**src/sv/fpk_pkg.sv**
```systemverilog
// Shared types, format codes and constants for the float-to-PCM frame packer.
// Used by every module of the block; has no dependencies of its own.
package fpk_pkg;

    // Output format register codes.
    localparam logic [3:0] FMT_U8_MONO    = 4'd0;
    localparam logic [3:0] FMT_U8_STEREO  = 4'd1;
    localparam logic [3:0] FMT_S16_MONO   = 4'd2;
    localparam logic [3:0] FMT_S16_STEREO = 4'd3;
    localparam logic [3:0] FMT_S24_MONO   = 4'd4;
    localparam logic [3:0] FMT_S24_STEREO = 4'd5;
    localparam logic [3:0] FMT_S32_MONO   = 4'd6;
    localparam logic [3:0] FMT_S32_STEREO = 4'd7;
    localparam logic [3:0] FMT_F32_MONO   = 4'd8;
    localparam logic [3:0] FMT_F32_STEREO = 4'd9;
    localparam logic [3:0] FMT_RESET      = FMT_S16_STEREO;
    localparam logic [3:0] FMT_LAST       = FMT_F32_STEREO;

    // Sample encoding, the format code without its stereo bit.
    localparam logic [2:0] KIND_U8  = 3'd0;
    localparam logic [2:0] KIND_S16 = 3'd1;
    localparam logic [2:0] KIND_S24 = 3'd2;
    localparam logic [2:0] KIND_S32 = 3'd3;
    localparam logic [2:0] KIND_F32 = 3'd4;

    // Single-precision bit patterns.
    localparam logic [31:0] F32_POS_ONE = 32'h3F80_0000;
    localparam logic [31:0] F32_NEG_ONE = 32'hBF80_0000;
    localparam logic [31:0] F32_QNAN    = 32'h7FC0_0000;
    localparam logic [30:0] F32_INF_MAG = 31'h7F80_0000;

    // One stereo frame with the format it was accepted under.
    typedef struct packed {
        logic [3:0]  fmt;
        logic [31:0] right;
        logic [31:0] left;
    } fpk_frame_t;

    // Frame plus the single-precision channel average.
    typedef struct packed {
        logic [3:0]  fmt;
        logic [31:0] right;
        logic [31:0] left;
        logic [31:0] mono;
    } fpk_mix_t;

    // One quantized channel. word holds the integer or float encoding;
    // u8_mag is |x*127.5| in fixed point with 26 fraction bits and a
    // sticky bit below them.
    typedef struct packed {
        logic [31:0] word;
        logic        u8_neg;
        logic [33:0] u8_mag;
    } fpk_chan_t;

    typedef struct packed {
        logic [3:0] fmt;
        fpk_chan_t  chan_b;
        fpk_chan_t  chan_a;
    } fpk_quant_t;

    typedef struct packed {
        logic [3:0]  byte_count;
        logic [63:0] frame_bytes;
    } fpk_result_t;

    function automatic logic [2:0] fmt_kind(input logic [3:0] fmt);
        return fmt[3:1];
    endfunction

endpackage

```
**src/sv/fpk_pack.sv**
```systemverilog
// Two-stage packer: finishes the 8-bit offset conversion (add 128, float
// rounding, truncation, bounding) and packs the frame little-endian.
// Depends on fpk_pkg.
module fpk_pack (
    input  logic                 aclk,
    input  logic                 aresetn,
    input  logic                 in_valid,
    output logic                 in_ready,
    input  fpk_pkg::fpk_quant_t  in_data,
    output logic                 out_valid,
    input  logic                 out_ready,
    output fpk_pkg::fpk_result_t out_data
);
    import fpk_pkg::*;

    typedef struct packed {
        logic [34:0] d;
        logic [5:0]  lp;
        logic [31:0] word;
    } off_t;

    logic        v1_reg, v2_reg;
    logic        rdy1, rdy2;
    logic [3:0]  fmt1_reg;
    off_t        oa_reg, ob_reg, oa_next, ob_next;
    fpk_result_t res_reg, res_next;

    assign rdy2     = !v2_reg || out_ready;
    assign rdy1     = !v1_reg || rdy2;
    assign in_ready = rdy1;

    // 128 +/- m in fixed point (26 fraction bits, sticky lsb) and the
    // position of its leading one; the sum lies in [0.5, 256).
    function automatic off_t offset_stage(input fpk_chan_t c);
        off_t        o;
        logic [34:0] base;
        base = {8'd128, 27'd0};
        o.d  = c.u8_neg ? (base - {1'b0, c.u8_mag}) : (base + {1'b0, c.u8_mag});
        o.lp = 6'd26;
        for (int j = 26; j < 35; j++) begin
            if (o.d[j]) begin
                o.lp = 6'(j);
            end
        end
        o.word = c.word;
        return o;
    endfunction

    // Round to 24 significant bits, truncate and bound to 0..255.
    function automatic logic [7:0] u8_stage(input off_t o);
        logic [5:0]  lsb;
        logic [34:0] lowmask, half, rem, one;
        logic        up;
        logic [35:0] r;
        lsb     = o.lp - 6'd23;
        one     = 35'd1 << lsb;
        lowmask = one - 35'd1;
        half    = 35'd1 << (lsb - 6'd1);
        rem     = o.d & lowmask;
        up      = (rem > half) || ((rem == half) && o.d[lsb]);
        r       = {1'b0, o.d & ~lowmask} + (up ? {1'b0, one} : 36'd0);
        return (r[35:27] >= 9'd255) ? 8'hFF : r[34:27];
    endfunction

    always_comb begin
        oa_next = offset_stage(in_data.chan_a);
        ob_next = offset_stage(in_data.chan_b);
    end

    // Frame assembly; bytes beyond the count stay zero.
    always_comb begin
        logic        st;
        logic [31:0] a, b;
        st = fmt1_reg[0];
        a  = oa_reg.word;
        b  = st ? ob_reg.word : 32'd0;
        case (fmt_kind(fmt1_reg))
            KIND_U8: begin
                res_next.frame_bytes = {48'd0, st ? u8_stage(ob_reg) : 8'd0, u8_stage(oa_reg)};
                res_next.byte_count  = st ? 4'd2 : 4'd1;
            end
            KIND_S16: begin
                res_next.frame_bytes = {32'd0, b[15:0], a[15:0]};
                res_next.byte_count  = st ? 4'd4 : 4'd2;
            end
            KIND_S24: begin
                res_next.frame_bytes = {16'd0, b[23:0], a[23:0]};
                res_next.byte_count  = st ? 4'd6 : 4'd3;
            end
            default: begin
                res_next.frame_bytes = {b, a};
                res_next.byte_count  = st ? 4'd8 : 4'd4;
            end
        endcase
    end

    always_ff @(posedge aclk) begin
        if (!aresetn) begin
            v1_reg <= 1'b0;
            v2_reg <= 1'b0;
        end else begin
            if (rdy1) begin
                v1_reg <= in_valid;
            end
            if (rdy2) begin
                v2_reg <= v1_reg;
            end
        end
    end

    always_ff @(posedge aclk) begin
        if (rdy1) begin
            fmt1_reg <= in_data.fmt;
            oa_reg   <= oa_next;
            ob_reg   <= ob_next;
        end
        if (rdy2) begin
            res_reg <= res_next;
        end
    end

    assign out_valid = v2_reg;
    assign out_data  = res_reg;

endmodule
```
**config.mk**
```make
export PLATFORM = sky130hd
export DESIGN_NAME = fpk_pack
export DESIGN_NICKNAME = d
export VERILOG_FILES = /design/src/sv/fpk_pkg.sv /design/src/sv/fpk_pack.sv
export SDC_FILE = /design/constraint.sdc
export NUM_CORES = 1
export LEC_CHECK = 0
export BUFFER_PORTS_ARGS = -buffer_cell sky130_fd_sc_hd__buf_4
export CORE_MARGIN = 2
export CORE_UTILIZATION = 56
export CTS_CLUSTER_DIAMETER = 60
export DETAILED_ROUTE_END_ITERATION = 12
export GPL_TIMING_DRIVEN = 0
export PLACE_DENSITY = 0.77
export SLEW_MARGIN = 20
export SYNTH_ARGS = -nofsm -noshare
export SYNTH_HDL_FRONTEND = slang
export SYNTH_SLANG_ARGS = --single-unit
```
**constraint.sdc**
```tcl
create_clock -name aclk -period 18.42 [get_ports aclk]
set_clock_uncertainty 0.1 [all_clocks]
set_input_delay 3.684 -clock aclk [delete_from_list [all_inputs] [get_ports aclk]]
set_output_delay 3.684 -clock aclk [all_outputs]
set_load 0.02 [all_outputs]
```
==> flow_results.xml, run 1 <==
<?xml version="1.0" encoding="UTF-8"?>
<metrics>
  <group name="clock_network">
    <metric name="cts-hold-fix-buffers" unit="">0</metric>
    <metric name="clkSlewWorstSetupHoldPaths" unit="ns">0.06</metric>
    <metric name="cts-htree-levels" unit="">1</metric>
    <metric name="cts_tree" unit="">done</metric>
    <metric name="post_cts_resize_count" unit="">0</metric>
    <metric name="cts_sinks" unit="">218</metric>
    <metric name="postCtsSetupBuffers" unit="">0</metric>
    <metric name="cts-root-buf" unit="">sky130_fd_sc_hd__clkbuf_16</metric>
    <metric name="tritoncts.num_buffers" unit="">23</metric>
    <metric name="cts_max_path_buffers" unit="">3</metric>
    <metric name="worstSkewPairLatency" unit="ns">0.51</metric>
  </group>
  <group name="final_layout">
    <metric name="areaGrowthSynthToFinish" unit="%">17.6</metric>
    <metric name="layout.cell_area.non_filler" unit="sq um">20100</metric>
    <metric name="insertedDiodeCount" unit="">0</metric>
    <metric name="final_layout_size_suffix_gt1_share" unit="%">14.7</metric>
    <metric name="fin_nets" unit="">2384</metric>
  </group>
  <group name="route">
    <metric name="number_of_nets_still_failing_antenna_checks_after_routing" unit="">0</metric>
    <metric name="drt-initial-drc-count" unit="">1345</metric>
    <metric name="post-route-drc-count" unit="">0</metric>
    <metric name="drt_pass1_iterations" unit="">5</metric>
    <metric name="drt_wl_total" unit="mm">48.6</metric>
    <metric name="vias_per_cell" unit="">6.08</metric>
    <metric name="detailroute.via_count" unit="">15200</metric>
    <metric name="wire_per_inst" unit="um">19.5</metric>
  </group>
  <group name="power">
    <metric name="share_clk_of_total_power" unit="%">27.9</metric>
    <metric name="p_seq_share" unit="%">38.6</metric>
    <metric name="p_per_area" unit="nW/um^2">80.5</metric>
    <metric name="vdd_ir_drop_max" unit="mV">0.0530</metric>
    <metric name="net_switching_power_of_the_design" unit="uW">537</metric>
    <metric name="netSwitchingFraction" unit="%">33.1</metric>
    <metric name="combinationalPowerShare" unit="%">33.4</metric>
    <metric name="internal_power" unit="uW">1090</metric>
    <metric name="power.leakage" unit="uW">0.00855</metric>
  </group>
  <group name="worst_setup_path">
    <metric name="cp-start-kind" unit="">flip-flop</metric>
    <metric name="worst_path_max_delay_cell" unit="">sky130_fd_sc_hd__nor4_1</metric>
    <metric name="crit_path_max_incr_delay" unit="ns">0.90</metric>
    <metric name="timing.reg2reg.setup_slack" unit="ns">8.67</metric>
    <metric name="timing.critical_path.to_type" unit="">flip-flop</metric>
    <metric name="crit_path_max_fanout" unit="">11</metric>
    <metric name="worst-endpoint-required" unit="ns">18.69</metric>
    <metric name="arrival" unit="ns">10.02</metric>
    <metric name="timing.setup.critical_path_class" unit="">reg2reg</metric>
    <metric name="cells_on_worst_reg2reg_path" unit="">36</metric>
    <metric name="regToRegStartpoint" unit="">oa_reg[33]$_SDFFCE_PP1P_</metric>
    <metric name="regToRegEndpoint" unit="">out_data[5]$_DFFE_PP_</metric>
  </group>
  <group name="synth">
    <metric name="synth_edf_count" unit="">216</metric>
    <metric name="yosysTopAreaCell" unit="">sky130_fd_sc_hd__edfxtp_1</metric>
    <metric name="post-synth-top-area-fraction" unit="%">37.8</metric>
    <metric name="asyncSetResetFlopFracSynth" unit="%">0</metric>
    <metric name="ys_top_cells_by_area" unit="">sky130_fd_sc_hd__edfxtp_1 (38%), sky130_fd_sc_hd__ha_1 (11%), sky130_fd_sc_hd__a21oi_1 (4.1%), sky130_fd_sc_hd__nand2_1 (4.1%), sky130_fd_sc_hd__xnor2_1 (3.8%)</metric>
    <metric name="yosysMostFrequentCell" unit="">sky130_fd_sc_hd__edfxtp_1</metric>
    <metric name="warnings_synthesis" unit="">0</metric>
    <metric name="synth_top_flop_cell" unit="">sky130_fd_sc_hd__edfxtp_1</metric>
    <metric name="synth_seq_area_share" unit="%">38.1</metric>
    <metric name="syn-mean-instance-area" unit="sq um">9.41</metric>
    <metric name="ys_seq_elements" unit="">218</metric>
    <metric name="synthCells" unit="">1821</metric>
    <metric name="synth_cell_type_count" unit="">88</metric>
    <metric name="synth_top_cells_by_count" unit="">sky130_fd_sc_hd__edfxtp_1 (216), sky130_fd_sc_hd__nand2_1 (185), sky130_fd_sc_hd__ha_1 (154)</metric>
    <metric name="synth.cell_area" unit="sq um">17100</metric>
  </group>
  <group name="floorplanning">
    <metric name="die_ar" unit="sq um">32000</metric>
    <metric name="fp.dieH" unit="um">179</metric>
    <metric name="floorplan.initialDensity" unit="%">56.5</metric>
    <metric name="die-width" unit="um">179</metric>
    <metric name="row_count" unit="">64</metric>
    <metric name="i_o_pins" unit="">212</metric>
    <metric name="placeableCoreArea" unit="sq um">30300</metric>
  </group>
  <group name="sta">
    <metric name="fin_worst_hold_slack" unit="ns">0.444</metric>
    <metric name="finalHoldViolCount" unit="">0</metric>
    <metric name="fmaxAchievable" unit="MHz">103</metric>
    <metric name="final_min_period_over_clock_period" unit="%">52.9</metric>
    <metric name="timing_worst_slew_pin_value" unit="ns">1.09</metric>
    <metric name="grt_setup_unrepaired" unit="">no</metric>
    <metric name="worst_slew_margin_rel" unit="%">27.4</metric>
    <metric name="final-max-slew-violation-count" unit="">0</metric>
    <metric name="finalWorstPathRequiredPeriod" unit="ns">9.75</metric>
    <metric name="finalSetupViolations" unit="">0</metric>
    <metric name="setup_tns" unit="ns">0</metric>
  </group>
  <group name="job">
    <metric name="maxCapViolations" unit="">0</metric>
  </group>
  <group name="worst_hold_path">
    <metric name="hold_path_class" unit="">reg2reg</metric>
    <metric name="whs_endpoint" unit="">out_data[16]$_DFFE_PP_</metric>
    <metric name="holdPathStages" unit="">1</metric>
    <metric name="timing.hold.worst.start" unit="">oa_reg[16]$_DFFE_PP_</metric>
  </group>
  <group name="placed_design">
    <metric name="io_buffer_count" unit="">209</metric>
    <metric name="total_half_perimeter_wirelength_after_legalization_and_detailed_placement" unit="mm">38.6</metric>
    <metric name="gp_congestion" unit="">1.01</metric>
    <metric name="placed_cell_area" unit="sq um">19400</metric>
  </group>
  <group name="run_status">
    <metric name="run_status" unit="">completed</metric>
  </group>
  <group name="global_route">
    <metric name="grt_first_pass_wirelength" unit="mm">74.1</metric>
    <metric name="grt_antenna_before_repair" unit="">0</metric>
    <metric name="first_global_vias" unit="">13900</metric>
    <metric name="grt.total_usage" unit="%">29.5</metric>
    <metric name="grt_start_max_net_pins" unit="">64</metric>
    <metric name="globalRoute.totalOverflow" unit="">0</metric>
  </group>
</metrics>
worst max-delay path, delay by kind of cell, from the launching register on:
| kind | cells | cell delay [ns] |
|---|---|---|
| buffers and inverters | 2 | 0.41 |
| adder cells (fa/ha/maj) | 4 | 1.10 |
| flip-flops | 1 | 0.59 |
| AND/OR/NAND/NOR | 15 | 3.33 |
| AO/OA/AOI/OAI | 15 | 4.07 |
worst max-delay path by stage:
stage | start | cells after the start | end
after floorplan | out_ready | 2 | in_ready
after global placement | out_ready | 4 | in_ready
after detailed placement | oa_reg[33]$_SDFFCE_PP1P_ | 36 | out_data[5]$_DFFE_PP_
after CTS | oa_reg[33]$_SDFFCE_PP1P_ | 36 | out_data[5]$_DFFE_PP_
after global routing | oa_reg[33]$_SDFFCE_PP1P_ | 36 | out_data[1]$_DFFE_PP_
final | oa_reg[33]$_SDFFCE_PP1P_ | 36 | out_data[5]$_DFFE_PP_
metal layers:
metal	up-vias	GRT usage, %	wire length, um
li1	7307	-	-
met1	7142	41.9	21300
met2	686	48.2	21600
met3	61	4.50	4950
met4	0	5.66	814
met5	-	0	0
per-stage QoR:
step	setup WS (ns)	utilization [%]	cells	total power, uW
finish	8.67	66.4	2499	1620
detailed placement	8.92	63.9	2459	1160
CTS	8.86	66.4	2499	1620
global placement	5.78	63.6	2456	1150
global route	8.04	66.4	2499	1710
floorplan	7.66	-	1851	991
power groups by stage:
stage	clock (uW)	combinational, uW	sequential, uW
3_5_place_dp	0	527	635
6_report	453	542	627
3_3_place_gp	0	516	635
4_1_cts	461	532	625
5_1_grt	481	598	630
2_1_floorplan	0	352	639
final cells by class:
cell class                      instances  area, sq um
Tap cell                              396          495
Clock inverter                         12          145
Clock buffer                           28          594
Fill cell                            2504        10200
Inverter                               56          213
Buffer                                 68          282
Timing Repair Buffer                  212         1650
Sequential cell                       218         6530
Multi-Input combinational cell       1509        10200
layout by cell type, fill, tap and decap left out, types with 45 or more instances in the layout:
cell / netlist / layout
sky130_fd_sc_hd__nand2_1: 185 / 184
sky130_fd_sc_hd__nor2b_1: 68 / 68
sky130_fd_sc_hd__buf_4: 2 / 211
sky130_fd_sc_hd__clkbuf_1: 48 / 53
sky130_fd_sc_hd__o21ai_0: 84 / 84
sky130_fd_sc_hd__a21oi_1: 142 / 142
sky130_fd_sc_hd__a21o_1: 45 / 45
sky130_fd_sc_hd__nor2_1: 143 / 143
sky130_fd_sc_hd__xnor2_1: 75 / 75
sky130_fd_sc_hd__inv_1: 56 / 55
sky130_fd_sc_hd__ha_1: 154 / 154
sky130_fd_sc_hd__and2_1: 74 / 74
sky130_fd_sc_hd__edfxtp_1: 216 / 216
kinds of logic (layout without fill, tap and decap cells):
group / count (synthesis) / count (layout) / synth area share (%)
AOI/OAI and AO/OA: 474 / 474 / 18.6
DFF: 218 / 218 / 38.1
buffers and inverters: 124 / 376 / 2.87
adders and majority gates: 154 / 154 / 11.2
muxes: 26 / 26 / 2.21
and+or+nand+nor: 717 / 717 / 21.4
xor gates and xnor gates: 106 / 106 / 5.55
other: 2 / 32 / 0.0438
(Power assumes the default switching activity.)
==> run 2, diff against run 1 <==
- clock period: 18.42 -> 9.6 ns (I/O delays scaled with it)
==> run 2 against run 1 <==
Compared with the run above: combinational power is 94% higher; largest cell class unchanged; register-to-register slack got worse by 8.0 ns; highest routed layer unchanged; first-iteration DRC count shrank 2.3%; die area is the same; critical path type unchanged; hold slack barely moved; clock power rose by 92%; sequential share of layout area is 0.13 points lower; non-clock buffer count grew 4; final cell count up 0.16%; maximum frequency is 9.2% higher.
==> flow_results.xml, run 2 (synthesized netlist as in run 1, its figures left out) <==
<?xml version="1.0" encoding="UTF-8"?>
<metrics>
  <group name="clock_network">
    <metric name="tritoncts.num_buffers" unit="">23</metric>
    <metric name="cts-root-buf" unit="">sky130_fd_sc_hd__clkbuf_16</metric>
    <metric name="cts_max_path_buffers" unit="">3</metric>
    <metric name="worstSkewPairLatency" unit="ns">0.51</metric>
    <metric name="cts_tree" unit="">done</metric>
    <metric name="cts_sinks" unit="">218</metric>
    <metric name="clkSlewWorstSetupHoldPaths" unit="ns">0.06</metric>
    <metric name="cts-htree-levels" unit="">1</metric>
  </group>
  <group name="sta">
    <metric name="fin_worst_hold_slack" unit="ns">0.444</metric>
    <metric name="finalHoldViolCount" unit="">0</metric>
    <metric name="setup_tns" unit="ns">0</metric>
    <metric name="final-max-slew-violation-count" unit="">0</metric>
    <metric name="finalSetupViolations" unit="">0</metric>
    <metric name="worst_slew_margin_rel" unit="%">27.7</metric>
    <metric name="grt_setup_unrepaired" unit="">no</metric>
    <metric name="finalWorstPathRequiredPeriod" unit="ns">8.92</metric>
    <metric name="final_min_period_over_clock_period" unit="%">93.0</metric>
    <metric name="fmaxAchievable" unit="MHz">112</metric>
    <metric name="timing_worst_slew_pin_value" unit="ns">1.08</metric>
  </group>
  <group name="power">
    <metric name="p_seq_share" unit="%">38.5</metric>
    <metric name="combinationalPowerShare" unit="%">33.7</metric>
    <metric name="design_power_total" unit="uW">3120</metric>
    <metric name="vdd_ir_drop_max" unit="mV">0.101</metric>
    <metric name="p_per_area" unit="nW/um^2">154</metric>
    <metric name="internal_power" unit="uW">2090</metric>
    <metric name="power.leakage" unit="uW">0.00857</metric>
    <metric name="net_switching_power_of_the_design" unit="uW">1030</metric>
    <metric name="netSwitchingFraction" unit="%">33.2</metric>
    <metric name="share_clk_of_total_power" unit="%">27.8</metric>
  </group>
  <group name="final_layout">
    <metric name="most_common_cell_after_layout_fill_and_taps_aside" unit="">sky130_fd_sc_hd__edfxtp_1</metric>
    <metric name="insertedDiodeCount" unit="">0</metric>
    <metric name="commonest_cells_after_routing_fill_and_taps_aside" unit="">sky130_fd_sc_hd__edfxtp_1 (216), sky130_fd_sc_hd__buf_4 (215), sky130_fd_sc_hd__nand2_1 (184), sky130_fd_sc_hd__ha_1 (154), sky130_fd_sc_hd__nor2_1 (143)</metric>
    <metric name="layout.cell_area.non_filler" unit="sq um">20200</metric>
    <metric name="fillCellCount" unit="">2494</metric>
    <metric name="fin_nets" unit="">2388</metric>
    <metric name="areaGrowthSynthToFinish" unit="%">18.0</metric>
    <metric name="final-seq-area" unit="sq um">6530</metric>
    <metric name="final_layout_size_suffix_gt1_share" unit="%">15.2</metric>
    <metric name="final-instance-count-excl-fill" unit="">2503</metric>
    <metric name="multi_input_comb_area" unit="sq um">10300</metric>
  </group>
  <group name="worst_setup_path">
    <metric name="crit_path_max_fanout" unit="">10</metric>
    <metric name="worst-endpoint-required" unit="ns">9.77</metric>
    <metric name="arrival" unit="ns">9.09</metric>
    <metric name="crit_path_max_incr_delay" unit="ns">0.58</metric>
    <metric name="worst_path_max_delay_cell" unit="">sky130_fd_sc_hd__a2111oi_1</metric>
    <metric name="cp-start-kind" unit="">flip-flop</metric>
    <metric name="timing.critical_path.to_type" unit="">flip-flop</metric>
    <metric name="worst_path_dominant_cell_family" unit="">compound AO/OA/AOI/OAI gates</metric>
    <metric name="cp.buffers_inverters" unit="">7</metric>
    <metric name="timing.setup.critical_path_class" unit="">reg2reg</metric>
  </group>
  <group name="route">
    <metric name="post-route-drc-count" unit="">0</metric>
    <metric name="number_of_nets_still_failing_antenna_checks_after_routing" unit="">0</metric>
    <metric name="drt_wl_total" unit="mm">48.7</metric>
    <metric name="drt_pass1_iterations" unit="">6</metric>
    <metric name="vias_per_cell" unit="">6.08</metric>
    <metric name="wire_per_inst" unit="um">19.4</metric>
    <metric name="detailroute.via_count" unit="">15200</metric>
    <metric name="drt-initial-drc-count" unit="">1314</metric>
  </group>
  <group name="floorplanning">
    <metric name="i_o_pins" unit="">212</metric>
    <metric name="floorplan.initialDensity" unit="%">56.5</metric>
    <metric name="fp.dieH" unit="um">179</metric>
    <metric name="row_count" unit="">64</metric>
    <metric name="die_ar" unit="sq um">32000</metric>
    <metric name="die-width" unit="um">179</metric>
    <metric name="placeableCoreArea" unit="sq um">30300</metric>
  </group>
  <group name="placed_design">
    <metric name="io_buffer_count" unit="">209</metric>
    <metric name="placed_cell_area" unit="sq um">19400</metric>
    <metric name="gp_congestion" unit="">1.01</metric>
    <metric name="total_half_perimeter_wirelength_after_legalization_and_detailed_placement" unit="mm">38.6</metric>
    <metric name="dp.cells" unit="">2459</metric>
  </group>
  <group name="job">
    <metric name="maxCapViolations" unit="">0</metric>
  </group>
  <group name="global_route">
    <metric name="first_global_vias" unit="">13900</metric>
    <metric name="grt_start_max_net_pins" unit="">64</metric>
    <metric name="globalRoute.totalOverflow" unit="">0</metric>
    <metric name="grt_first_pass_wirelength" unit="mm">74.1</metric>
    <metric name="grt_antenna_before_repair" unit="">0</metric>
    <metric name="grt.total_usage" unit="%">29.5</metric>
  </group>
  <group name="worst_hold_path">
    <metric name="hold_path_class" unit="">reg2reg</metric>
  </group>
  <group name="run_status">
    <metric name="run_status" unit="">completed</metric>
  </group>
</metrics>
==> run 2: cell types whose count changed in the layout (fill, tap and decap cells not counted), moves of 2 or more <==
cell / change
sky130_fd_sc_hd__a2111oi_1: +2
sky130_fd_sc_hd__a2111oi_0: -3
sky130_fd_sc_hd__nor4_2: +2
sky130_fd_sc_hd__buf_4: +4
sky130_fd_sc_hd__nor4_1: -3
==> run 2: layout make-up <==
type	count	area share (%)
plain buffers	68	1.39
inverters	56	1.05
clock inverters	12	0.717
repair buffers	216	8.31
multi-input cells	1509	50.9
flip-flops and latches	218	32.3
well taps	396	2.45
clock buffers	28	2.94
==> run 2: worst reg2reg max path, delay by kind of cell, from the launching register on <==
kind,cells,cell delay [ns]
compound gates,13,3.01
xor+xnor,1,0.16
fa+ha+maj,4,1.10
buf+inv,7,1.65
flops,1,0.41
mux,1,0.34
simple gates,9,1.91
==> run 2: per-stage QoR <==
stage          util, %  setup WS [ns]
2_1_floorplan        -           2.30
3_3_place_gp      63.6          0.120
3_5_place_dp      63.9          0.103
4_1_cts           66.4         0.0432
5_1_grt           66.7         0.0808
6_report          66.7          0.676
==> run 2: power groups by stage <==
stage | combinational [uW] | clock [uW] | sequential [uW]
6_report | 1050 | 869 | 1200
5_1_grt | 1160 | 924 | 1210
4_1_cts | 1020 | 884 | 1200
3_5_place_dp | 1010 | 0 | 1220
3_3_place_gp | 990 | 0 | 1220
2_1_floorplan | 675 | 0 | 1230
==> run 2: routing by layer <==
metal  share of wire [%]  up-vias  GRT usage, %
met5                   0        -             0
met4                 1.7        0          5.66
met3                  10       63          4.50
met2                  44      711          48.2
met1                  44     7128          41.9
li1                    -     7317             -
==> run 2: worst paths after layout <==
check,slack (ns),cells past startpoint,to,from
setup / recovery,0.68,35,out_data[12]$_DFFE_PP_,ob_reg[32]$_SDFFCE_PP0P_
hold / removal,0.44,1,out_data[15]$_DFFE_PP_,oa_reg[15]$_DFFE_PP_
setup reg to reg,0.68,35,out_data[12]$_DFFE_PP_,ob_reg[32]$_SDFFCE_PP0P_
hold reg to reg,0.44,1,out_data[15]$_DFFE_PP_,oa_reg[15]$_DFFE_PP_
==> run 2: timing repair <==
action / CTS / global route
gates resized for setup: 0 / 11
hold buffers: 0 / 0
buffers inserted: 0 / 4
setup endpoints to repair: 0 / 16
==> run 3, diff against run 2 <==
- ABC_AREA: not set -> 1
- CTS_BUF_LIST: not set -> sky130_fd_sc_hd__clkbuf_16
==> run 3 against run 2 <==
Compared with the run above: setup slack gained 0.21 ns; count of clock-buffer cells in the layout down 4; critical path depth increased by 14; synthesized cell count rose by 42%; hold slack lost 0.060 ns; power grew 24%; largest cell class unchanged; area after synthesis grew 9.5%; critical endpoint is now out_data[2]$_DFFE_PP_; global-route usage up 3.1 points; routed wire length is 19% higher.
==> flow_results.xml, run 3 <==
<?xml version="1.0" encoding="UTF-8"?>
<metrics>
  <group name="synth">
    <metric name="asyncSetResetFlopFracSynth" unit="%">0</metric>
    <metric name="synth_top_flop_cell" unit="">sky130_fd_sc_hd__edfxtp_1</metric>
    <metric name="synth_edf_count" unit="">216</metric>
    <metric name="yosysMostFrequentCell" unit="">sky130_fd_sc_hd__nand2_1</metric>
    <metric name="synth_top_cells_by_count" unit="">sky130_fd_sc_hd__nand2_1 (524), sky130_fd_sc_hd__nor2_1 (441), sky130_fd_sc_hd__inv_1 (398)</metric>
    <metric name="synth.cell_area" unit="sq um">18800</metric>
    <metric name="synthCells" unit="">2585</metric>
    <metric name="synth_seq_area_share" unit="%">34.8</metric>
    <metric name="synth_cell_type_count" unit="">57</metric>
    <metric name="ys_seq_elements" unit="">218</metric>
    <metric name="post-synth-top-area-fraction" unit="%">34.6</metric>
    <metric name="yosysTopAreaCell" unit="">sky130_fd_sc_hd__edfxtp_1</metric>
    <metric name="warnings_synthesis" unit="">0</metric>
    <metric name="ys_top_cells_by_area" unit="">sky130_fd_sc_hd__edfxtp_1 (35%), sky130_fd_sc_hd__nand2_1 (10%), sky130_fd_sc_hd__ha_1 (10%), sky130_fd_sc_hd__nor2_1 (8.8%), sky130_fd_sc_hd__inv_1 (8.0%)</metric>
    <metric name="syn-mean-instance-area" unit="sq um">7.26</metric>
  </group>
  <group name="sta">
    <metric name="finalHoldViolCount" unit="">0</metric>
    <metric name="timing_worst_slew_pin_value" unit="ns">0.911</metric>
    <metric name="final_min_period_over_clock_period" unit="%">90.8</metric>
    <metric name="setup_tns" unit="ns">0</metric>
    <metric name="worst_slew_margin_rel" unit="%">38.8</metric>
    <metric name="fin_worst_hold_slack" unit="ns">0.383</metric>
    <metric name="fmaxAchievable" unit="MHz">115</metric>
    <metric name="finalWorstPathRequiredPeriod" unit="ns">8.72</metric>
    <metric name="slack_of_the_critical_path" unit="ns">0.882</metric>
    <metric name="final-max-slew-violation-count" unit="">0</metric>
    <metric name="finalSetupViolations" unit="">0</metric>
    <metric name="grt_setup_unrepaired" unit="">no</metric>
  </group>
  <group name="job">
    <metric name="maxCapViolations" unit="">0</metric>
  </group>
  <group name="power">
    <metric name="vdd_ir_drop_max" unit="mV">0.180</metric>
    <metric name="power.leakage" unit="uW">0.0107</metric>
    <metric name="p_per_area" unit="nW/um^2">176</metric>
    <metric name="design_power_total" unit="uW">3850</metric>
  </group>
  <group name="clock_network">
    <metric name="worstSkewPairLatency" unit="ns">0.54</metric>
    <metric name="clkSlewWorstSetupHoldPaths" unit="ns">0.06</metric>
    <metric name="cts-hold-fix-buffers" unit="">0</metric>
    <metric name="postCtsSetupBuffers" unit="">0</metric>
    <metric name="cts_tree" unit="">done</metric>
    <metric name="cts_sinks" unit="">218</metric>
    <metric name="tritoncts.num_buffers" unit="">24</metric>
    <metric name="cts_max_path_buffers" unit="">3</metric>
    <metric name="cts-root-buf" unit="">sky130_fd_sc_hd__clkbuf_16</metric>
    <metric name="cts-htree-levels" unit="">1</metric>
  </group>
  <group name="final_layout">
    <metric name="final_layout_size_suffix_gt1_share" unit="%">11.4</metric>
    <metric name="most_common_cell_after_layout_fill_and_taps_aside" unit="">sky130_fd_sc_hd__nand2_1</metric>
    <metric name="areaGrowthSynthToFinish" unit="%">16.7</metric>
    <metric name="fillCellCount" unit="">3000</metric>
    <metric name="fin_nets" unit="">3151</metric>
    <metric name="insertedDiodeCount" unit="">0</metric>
    <metric name="commonest_cells_after_routing_fill_and_taps_aside" unit="">sky130_fd_sc_hd__nand2_1 (522), sky130_fd_sc_hd__nor2_1 (441), sky130_fd_sc_hd__inv_1 (404), sky130_fd_sc_hd__edfxtp_1 (216), sky130_fd_sc_hd__buf_4 (212)</metric>
    <metric name="layout.cell_area.non_filler" unit="sq um">21900</metric>
  </group>
  <group name="floorplanning">
    <metric name="i_o_pins" unit="">212</metric>
    <metric name="placeableCoreArea" unit="sq um">33300</metric>
    <metric name="row_count" unit="">67</metric>
    <metric name="die-width" unit="um">187</metric>
    <metric name="fp.dieH" unit="um">187</metric>
    <metric name="die_ar" unit="sq um">35000</metric>
    <metric name="floorplan.initialDensity" unit="%">56.4</metric>
  </group>
  <group name="worst_setup_path">
    <metric name="timing.critical_path.to_type" unit="">flip-flop</metric>
    <metric name="worst-endpoint-required" unit="ns">9.91</metric>
    <metric name="arrival" unit="ns">9.03</metric>
    <metric name="cp.buffers_inverters" unit="">9</metric>
    <metric name="worst_path_most_repeated_cell" unit="">sky130_fd_sc_hd__nand2_1</metric>
    <metric name="crit_path_max_fanout" unit="">12</metric>
    <metric name="worst_path_dominant_cell_family" unit="">simple AND/OR/NAND/NOR gates</metric>
    <metric name="crit_path_max_incr_delay" unit="ns">0.56</metric>
    <metric name="worst_path_max_delay_cell" unit="">sky130_fd_sc_hd__edfxtp_1</metric>
    <metric name="timing.setup.critical_path_class" unit="">reg2reg</metric>
    <metric name="cp-start-kind" unit="">flip-flop</metric>
  </group>
  <group name="route">
    <metric name="drt_wl_total" unit="mm">57.9</metric>
    <metric name="wire_per_inst" unit="um">17.4</metric>
    <metric name="detailroute.via_count" unit="">18400</metric>
    <metric name="post-route-drc-count" unit="">0</metric>
    <metric name="number_of_nets_still_failing_antenna_checks_after_routing" unit="">0</metric>
    <metric name="vias_per_cell" unit="">5.55</metric>
    <metric name="drt-initial-drc-count" unit="">1518</metric>
    <metric name="drt_pass1_iterations" unit="">6</metric>
  </group>
  <group name="placed_design">
    <metric name="io_buffer_count" unit="">211</metric>
    <metric name="total_half_perimeter_wirelength_after_legalization_and_detailed_placement" unit="mm">48.0</metric>
    <metric name="dp_worst_setup_slack" unit="ns">0.581</metric>
    <metric name="placed_cell_area" unit="sq um">21200</metric>
    <metric name="gp_congestion" unit="">1.06</metric>
  </group>
  <group name="run_status">
    <metric name="run_status" unit="">completed</metric>
  </group>
  <group name="global_route">
    <metric name="globalRoute.totalOverflow" unit="">0</metric>
    <metric name="grt.total_usage" unit="%">32.6</metric>
    <metric name="grt_first_pass_wirelength" unit="mm">91.2</metric>
    <metric name="grt_antenna_before_repair" unit="">0</metric>
    <metric name="grt_start_max_net_pins" unit="">58</metric>
    <metric name="first_global_vias" unit="">17900</metric>
  </group>
  <group name="worst_hold_path">
    <metric name="hold_path_class" unit="">reg2reg</metric>
  </group>
</metrics>
-- run 3: cell types whose count changed after synthesis, sizes merged, moves of 46 or more --
cell and delta:
xor2 +57, nand3 +74, nor2 +316, nor3 +46, xnor2 -50, nand2 +353
inv +355, and2 -73, nor2b -68
-- run 3: layer usage --
metal | track usage [%] | routed length [um]
met5 | 0 | 0
met4 | 14.4 | 2720
met3 | 3.06 | 2830
met2 | 59.6 | 29200
met1 | 39.1 | 23100
-- run 3: area by class of cell --
type | instances | area, sq um | area share [%]
Multi-Input combinational cell | 1945 | 10700 | 48.7
Sequential cell | 218 | 6530 | 29.8
Timing Repair Buffer | 215 | 1690 | 7.70
Inverter | 419 | 1580 | 7.20
Clock buffer | 24 | 601 | 2.74
Tap cell | 448 | 561 | 2.56
Clock inverter | 20 | 151 | 0.691
Buffer | 32 | 133 | 0.605
-- run 3: cell families after synthesis --
| logic type | count (synthesis) | synth area share, % |
|---|---|---|
| compound gates | 329 | 9.86 |
| xor+xnor | 113 | 5.35 |
| fa+ha+maj | 154 | 10.3 |
| buf+inv | 452 | 9.11 |
| flops | 218 | 34.8 |
| other cells | 2 | 0.0400 |
| simple gates | 1317 | 30.6 |
-- run 3: report_power, final --
part,internal [uW],switching [uW]
registers,1150,45.7
clock network,487,373
logic,599,1200
-- run 3: timing repair --
action / CTS / global route
resized for setup: 0 / 5
endpoints found under the setup margin: 0 / 9
hold endpoints to repair: 0 / 0
-- run 3: worst paths after layout --
check | startpoint | end | slack [ns] | cells after the start
setup / recovery | oa_reg[32]$_SDFFCE_PP0P_ | out_data[2]$_DFFE_PP_ | 0.88 | 49
hold / removal | v1_reg$_SDFFE_PN0P_ | out_valid$_SDFFE_PN0P_ | 0.38 | 2
setup reg to reg | oa_reg[32]$_SDFFCE_PP0P_ | out_data[2]$_DFFE_PP_ | 0.88 | 49
hold reg to reg | v1_reg$_SDFFE_PN0P_ | out_valid$_SDFFE_PN0P_ | 0.38 | 2
-- run 3: worst register-to-register path, delay by kind of cell (launching register included) --
kind | cells | cell delay [ns]
fa+ha+maj | 4 | 1.21
simple gates | 31 | 4.39
compound gates | 4 | 0.59
buf+inv | 9 | 1.59
xor+xnor | 1 | 0.17
flops | 1 | 0.56
-- run 3: metrics by stage --
| stage | instances | util (%) |
|---|---|---|
| 5_1_grt | 3321 | 65.8 |
| 4_1_cts | 3322 | 65.8 |
| 2_1_floorplan | 2615 | - |
| 3_3_place_gp | 3274 | 63.2 |
| 6_report | 3321 | 65.8 |
| 3_5_place_dp | 3278 | 63.6 |
